`src/hdl/adi_pkg.sv`:
```
package adi_pkg;

    // number formats
    localparam int FRAC_BITS   = 48;
    localparam int SAMPLE_BITS = 16;
    localparam int DATA_W      = 64;
    localparam int FAC_W       = 32;
    localparam int SMP_W       = 16;
    localparam int SCL_SHIFT   = FRAC_BITS - FAC_W;
    localparam int PROD_W      = SAMPLE_BITS + FAC_W + 1;

    localparam logic signed [DATA_W-1:0] SAT_MAX = {1'b0, {(DATA_W-1){1'b1}}};
    localparam logic signed [DATA_W-1:0] SAT_MIN = {1'b1, {(DATA_W-1){1'b0}}};
    localparam logic signed [DATA_W-1:0] SCL_LIM = SAT_MAX >>> SCL_SHIFT;

    // configuration register indexes
    localparam int CFG_IDX_W = 3;
    localparam logic [CFG_IDX_W-1:0] CFG_SCALE_CH1 = 3'd0;
    localparam logic [CFG_IDX_W-1:0] CFG_SCALE_CH2 = 3'd1;
    localparam logic [CFG_IDX_W-1:0] CFG_BIAS_WGT  = 3'd2;
    localparam logic [CFG_IDX_W-1:0] CFG_VEL_DECAY = 3'd3;
    localparam logic [CFG_IDX_W-1:0] CFG_POS_DECAY = 3'd4;
    localparam logic [CFG_IDX_W-1:0] CFG_TIME_STEP = 3'd5;

    // micro-program length and step counter width
    localparam int STEPS = 22;
    localparam int PC_W  = $clog2(STEPS);

    typedef enum logic [2:0] {
        OP_NOP, OP_SCALE, OP_ADD, OP_SUB, OP_MULA, OP_MULB, OP_HALF
    } t_op;

    // lane working registers
    typedef enum logic [2:0] {
        R_RAW, R_BIAS, R_VEL, R_POS, R_ACC, R_ADT, R_TMP, R_HALF
    } t_reg;

    // Q0.32 factor selection
    typedef enum logic [1:0] {
        F_WGT, F_DT, F_VDEC, F_PDEC
    } t_fsel;

    typedef enum logic [1:0] {
        J_NEXT, J_WAIT_IN, J_WAIT_OUT, J_HOME
    } t_jmp;

    typedef struct packed {
        t_op   op;
        t_reg  sa;
        t_reg  sb;
        t_fsel fsel;
        t_reg  dst;
        t_jmp  jmp;
    } t_uop;

    // sequencer status towards the top level
    typedef struct packed {
        t_uop uop;
        logic take;
        logic publish;
    } t_seq_ctl;

    // factors shared by both lanes
    typedef struct packed {
        logic [FAC_W-1:0] wgt;
        logic [FAC_W-1:0] dt;
        logic [FAC_W-1:0] vdec;
        logic [FAC_W-1:0] pdec;
    } t_fac;

    function automatic t_uop mk(t_op op, t_reg sa, t_reg sb, t_fsel f, t_reg dst,
                                t_jmp jmp);
        t_uop u;
        u.op   = op;
        u.sa   = sa;
        u.sb   = sb;
        u.fsel = f;
        u.dst  = dst;
        u.jmp  = jmp;
        return u;
    endfunction

    // micro-program ROM, one control word per step
    function automatic t_uop rom(logic [PC_W-1:0] pc);
        t_uop u;
        case (pc)
            5'd0:  u = mk(OP_NOP,   R_RAW,  R_RAW,  F_WGT,  R_RAW,  J_WAIT_IN);
            5'd1:  u = mk(OP_SCALE, R_RAW,  R_RAW,  F_WGT,  R_RAW,  J_NEXT);
            // bias += w * (raw - bias)
            5'd2:  u = mk(OP_SUB,   R_RAW,  R_BIAS, F_WGT,  R_TMP,  J_NEXT);
            5'd3:  u = mk(OP_MULA,  R_TMP,  R_TMP,  F_WGT,  R_TMP,  J_NEXT);
            5'd4:  u = mk(OP_MULB,  R_TMP,  R_TMP,  F_WGT,  R_TMP,  J_NEXT);
            5'd5:  u = mk(OP_ADD,   R_BIAS, R_TMP,  F_WGT,  R_BIAS, J_NEXT);
            5'd6:  u = mk(OP_SUB,   R_RAW,  R_BIAS, F_WGT,  R_ACC,  J_NEXT);
            // a*dt
            5'd7:  u = mk(OP_MULA,  R_ACC,  R_ACC,  F_DT,   R_ADT,  J_NEXT);
            5'd8:  u = mk(OP_MULB,  R_ACC,  R_ACC,  F_DT,   R_ADT,  J_NEXT);
            // leaky velocity
            5'd9:  u = mk(OP_ADD,   R_VEL,  R_ADT,  F_VDEC, R_TMP,  J_NEXT);
            5'd10: u = mk(OP_MULA,  R_TMP,  R_TMP,  F_VDEC, R_VEL,  J_NEXT);
            5'd11: u = mk(OP_MULB,  R_TMP,  R_TMP,  F_VDEC, R_VEL,  J_NEXT);
            // a*dt*dt/2
            5'd12: u = mk(OP_MULA,  R_ADT,  R_ADT,  F_DT,   R_HALF, J_NEXT);
            5'd13: u = mk(OP_MULB,  R_ADT,  R_ADT,  F_DT,   R_HALF, J_NEXT);
            5'd14: u = mk(OP_HALF,  R_HALF, R_HALF, F_DT,   R_HALF, J_NEXT);
            // leaky position
            5'd15: u = mk(OP_MULA,  R_VEL,  R_VEL,  F_DT,   R_TMP,  J_NEXT);
            5'd16: u = mk(OP_MULB,  R_VEL,  R_VEL,  F_DT,   R_TMP,  J_NEXT);
            5'd17: u = mk(OP_ADD,   R_TMP,  R_HALF, F_DT,   R_TMP,  J_NEXT);
            5'd18: u = mk(OP_ADD,   R_POS,  R_TMP,  F_PDEC, R_TMP,  J_NEXT);
            5'd19: u = mk(OP_MULA,  R_TMP,  R_TMP,  F_PDEC, R_POS,  J_NEXT);
            5'd20: u = mk(OP_MULB,  R_TMP,  R_TMP,  F_PDEC, R_POS,  J_NEXT);
            // hand the word to the output register
            5'd21: u = mk(OP_NOP,   R_RAW,  R_RAW,  F_WGT,  R_RAW,  J_WAIT_OUT);
            default: u = mk(OP_NOP, R_RAW,  R_RAW,  F_WGT,  R_RAW,  J_HOME);
        endcase
        return u;
    endfunction

    // saturating add and subtract
    function automatic logic signed [DATA_W-1:0] sat_add(logic signed [DATA_W-1:0] a,
                                                         logic signed [DATA_W-1:0] b);
        logic signed [DATA_W:0] s;
        s = {a[DATA_W-1], a} + {b[DATA_W-1], b};
        if (s[DATA_W] != s[DATA_W-1]) begin
            return s[DATA_W] ? SAT_MIN : SAT_MAX;
        end
        return s[DATA_W-1:0];
    endfunction

    function automatic logic signed [DATA_W-1:0] sat_sub(logic signed [DATA_W-1:0] a,
                                                         logic signed [DATA_W-1:0] b);
        logic signed [DATA_W:0] s;
        s = {a[DATA_W-1], a} - {b[DATA_W-1], b};
        if (s[DATA_W] != s[DATA_W-1]) begin
            return s[DATA_W] ? SAT_MIN : SAT_MAX;
        end
        return s[DATA_W-1:0];
    endfunction

endpackage

```
`src/hdl/adi_useq.sv`:
```
module adi_useq (
    input  logic              i_clk,
    input  logic              i_rst_n,
    input  logic              i_in_valid,
    input  logic              i_out_free,
    output adi_pkg::t_seq_ctl o_ctl
);
    import adi_pkg::*;

    logic [PC_W-1:0] r_pc;
    logic [PC_W-1:0] n_pc;
    t_uop            uop;

    assign uop = rom(r_pc);

    // next step: fall through, wait on a condition or go home
    always_comb begin
        case (uop.jmp)
            J_NEXT:     n_pc = PC_W'(r_pc + 1'b1);
            J_WAIT_IN:  n_pc = i_in_valid ? PC_W'(r_pc + 1'b1) : r_pc;
            J_WAIT_OUT: n_pc = i_out_free ? '0 : r_pc;
            default:    n_pc = '0;
        endcase
    end

    always_ff @(posedge i_clk) begin
        if (!i_rst_n) begin
            r_pc <= '0;
        end else begin
            r_pc <= n_pc;
        end
    end

    assign o_ctl.uop     = uop;
    assign o_ctl.take    = (uop.jmp == J_WAIT_IN);
    assign o_ctl.publish = (uop.jmp == J_WAIT_OUT) && i_out_free;

endmodule

```
`config.mk`:
```
export PLATFORM = sky130hd
export DESIGN_NAME = adi_useq
export DESIGN_NICKNAME = d
export VERILOG_FILES = /design/src/hdl/adi_pkg.sv /design/src/hdl/adi_useq.sv
export SDC_FILE = /design/constraint.sdc
export NUM_CORES = 1
export LEC_CHECK = 0
export BUFFER_PORTS_ARGS = -buffer_cell sky130_fd_sc_hd__buf_2
export CAP_MARGIN = 20
export CORE_ASPECT_RATIO = 0.9
export CORE_MARGIN = 3
export CORE_UTILIZATION = 50
export CTS_CLUSTER_SIZE = 25
export DETAILED_ROUTE_END_ITERATION = 6
export GPL_ROUTABILITY_DRIVEN = 0
export PLACE_DENSITY_LB_ADDON = 0.3
export SKIP_CTS_REPAIR_TIMING = 1
export SYNTH_ARGS = -nofsm -noshare
export SYNTH_HDL_FRONTEND = slang
export SYNTH_SLANG_ARGS = --single-unit
```
`constraint.sdc`:
```
create_clock -name i_clk -period 2.4 [get_ports i_clk]
set_clock_uncertainty 0.15 [all_clocks]
set_input_delay 0.24 -clock i_clk [delete_from_list [all_inputs] [get_ports i_clk]]
set_output_delay 0.24 -clock i_clk [all_outputs]
set_load 0.1 [all_outputs]
```
==> summary.md <==
| Metric | Value |
|---|---|
| Comb power frac | 55.6% |
| Leak pwr | 0.815 nW |
| Detail Placement HPWL | 2620 um |
| Crit start category | register |
| Seq/Total Area, Yosys | 30.9% |
| Power per Cell Area | 798 nW/um^2 |
| Mapped Cells | 161 |
| Fmax | 0.430 GHz |
| Crit path capture type | register |
| Placed instance count | 213 |
| Die area | 3380 um^2 |
| WP data required | 2.47 ns |
| Main combinational cell family by area after synthesis | compound AO/OA/AOI/OAI gates |
| Clock Pin Slew Worst Setup and Hold Paths | 0.11 ns |
| Worst Hold Class | input port to register |
| CTS Sinks | 21 |
| Drt wl/cell | 16.9 um |
| Synth Area in Compound Gates | 24.4% |
| Total gr overflow | 0 |
| Mapped Avg Cell Area | 8.45 um^2 |
| Worst slew pin tran | 0.503 ns |
| Worst-path fanout max | 7 |
| XOR/XNOR share of the synthesized area | 2.58% |
| Std cell rows | 17 |
| Via count | 1,418 |
| Count of cell types in the netlist | 45 |
| Antenna violations before repair | 0 |
| Worst-Skew Late Latency | 0.31 ns |
| Largest net degree at the start of global routing | 19 |
| Number of synthesized flops with an enable pin | 0 |
| Syn Nets | 173 |
| DRC | 0 |
| Final period utilization | 96.9% |
| Fin cells | 228 |
| IO Pins | 22 |
| Die height | 55.5 um |
| Inserted Clock Buffers | 3 |
| # Max-Cap Violations | 0 |
| Worst VDD drop | 0.000573 V |
| Sum of negative setup slack | 0 ns |
| Critical path class | register to register |
| Post-synth top area cell | dfxtp_1 |
| Clk root buf | clkbuf_4 |
| WP data arrival | 2.40 ns |
| Final Hold Fails | 0 |
| Final Util | 67.3% |
| Core Area | 2530 um^2 |
| Via density | 6.22 |
| Setup WS pre-CTS | -0.0106 ns |
| Reg power frac | 31.5% |
| Synth Area in Simple Gates | 24.4% |
| Cell Area, Synth | 1360 um^2 |
| PortBufs | 21 |
| GRT Overall Usage | 23.5% |
| Sw frac | 50.9% |
| Routed Antenna Nets | 0 |
| CTS Buffer Depth | 2 |
| H-tree depth | 1 |
| First-pass GRT wire length | 6050 um |
| #FFs+latches synth | 21 |
| Ys async rst share | 0% |
| Fin nets | 213 |
| Adder-Cell Fraction of Synth Area | 7.36% |
| Clock share of power | 12.8% |
| Fin Hold WS | 0.200 ns |
| Starting DRC count in detailed routing | 84 |
| Final setup fails | 0 |
| Status | complete, no violations |
| Worst slew margin | 66.5% |
| Primary FF master, synth | dfxtp_1 |
| Synth top area share | 30.9% |
| CTS tree | built |
| First-pass iteration count of the detailed router | 4 |
| Vias in the first global route | 1,240 |
| Sw power | 0.692 mW |
| Die Wd | 61.0 um |
| Main area contributors after synthesis | dfxtp_1 (31%), ha_1 (7.4%), nand2_1 (4.1%) |
| Share of post-route cells with drive strength above 1 | 35.0% |
| Area growth, synth to finish | 25.3% |
| Mux share of post-synthesis cell area | 3.86% |
| Final WL | 3850 um |
| Min cycle time layout | 2.33 ns |
| Warnings, synthesis | 0 |
| Setup ws final | 0.0743 ns |
| Initial Utilization | 53.7% |
| Ant diodes | 0 |
| Max Slew Vio Count | 0 |
| Internal | 0.667 mW |
==> per-stage QoR <==
stage	power, mW	instance area (um^2)
after floorplan	0.996	1380
after global placement	1.12	1560
after detailed placement	1.13	1560
after CTS	1.31	1590
after global routing	1.42	1700
final	1.36	1700
==> cell families (layout without fill, tap and decap cells) <==
kind of cell	count (synthesis)	after routing
adders and majority gates	8	8
buffers and inverters	18	57
DFF	21	21
muxes	4	4
xor gates and xnor gates	4	4
and+or+nand+nor	60	60
AOI/OAI and AO/OA	46	46
==> worst paths after layout <==
kind | startpoint | slack [ns] | endpoint | cells after the start
max | uop[0] | 0.07 | uop[8] | 8
min | i_rst_n | 0.20 | r_pc[0] | 3
max reg2reg | uop[0] | 0.07 | uop[8] | 8
min reg2reg | r_pc[0] | 0.58 | r_pc[0] | 3
==> critical path: stages (launching register included) <==
cell and delay, ns:
dfxtp_4 0.39, nor3b_4 0.17, buf_4 0.15, nor3_4 0.30, mux2i_4 0.39, buf_4 0.20
nor2_1 0.04, a211o_1 0.24, a21bo_2 0.21
==> placed cells by master (no fill, tap or decap), types with 3 or more instances in the layout <==
master / count
nor3_1: 7
xnor2_1: 4
inv_2: 5
mux2i_1: 3
dfxtp_1: 18
clkbuf_4: 3
nor2_1: 13
inv_1: 6
ha_1: 6
o21a_1: 3
buf_2: 21
nand2_1: 15
nand3_1: 7
a21oi_1: 6
a221o_1: 4
and3_1: 3
a31oi_1: 3
o21ai_0: 8
buf_4: 20
==> Yosys cell counts, drive strengths merged (2+ instances only) <==
cell type,number
a32o,2
o21ai,12
dfxtp,21
inv,11
and3b,2
a32oi,2
nand2,15
mux2i,4
a21oi,6
a31oi,3
a221o,4
buf,6
xnor2,4
nor3b,5
o31ai,2
a22oi,2
nand3,7
a211o,2
nor3,8
and3,3
nor2,15
o22ai,2
o21a,3
ha,8
==> routing by layer <==
layer	part of all wire (%)	track usage, %	routed length, um
met4	2.3	10.5	88
met3	7.5	5.37	289
met5	0	0	0
met1	44	33.3	1680
met2	47	33.3	1790
==> sequential cells by signal, summed over array words and instances (netlist names) <==
name / cells
uop: 16
r_pc: 5
==> area by class of cell <==
| class | count | area, um^2 |
|---|---|---|
| Tap cell | 28 | 35.0 |
| Multi-Input combinational cell | 122 | 896 |
| Timing Repair Buffer | 42 | 275 |
| Fill cell | 216 | 827 |
| Clock inverter | 1 | 5.00 |
| Sequential cell | 21 | 429 |
| Inverter | 11 | 41.3 |
| Clock buffer | 3 | 22.5 |
==> power by group through the flow <==
stage	Clock [mW]	Sequential (mW)	Combinational (mW)
final	0.175	0.429	0.756
after global routing	0.191	0.433	0.797
after CTS	0.178	0.428	0.702
after detailed placement	0	0.435	0.699
after global placement	0	0.429	0.692
after floorplan	0	0.727	0.269
Note: power is estimated with default switching activity, not from simulation.
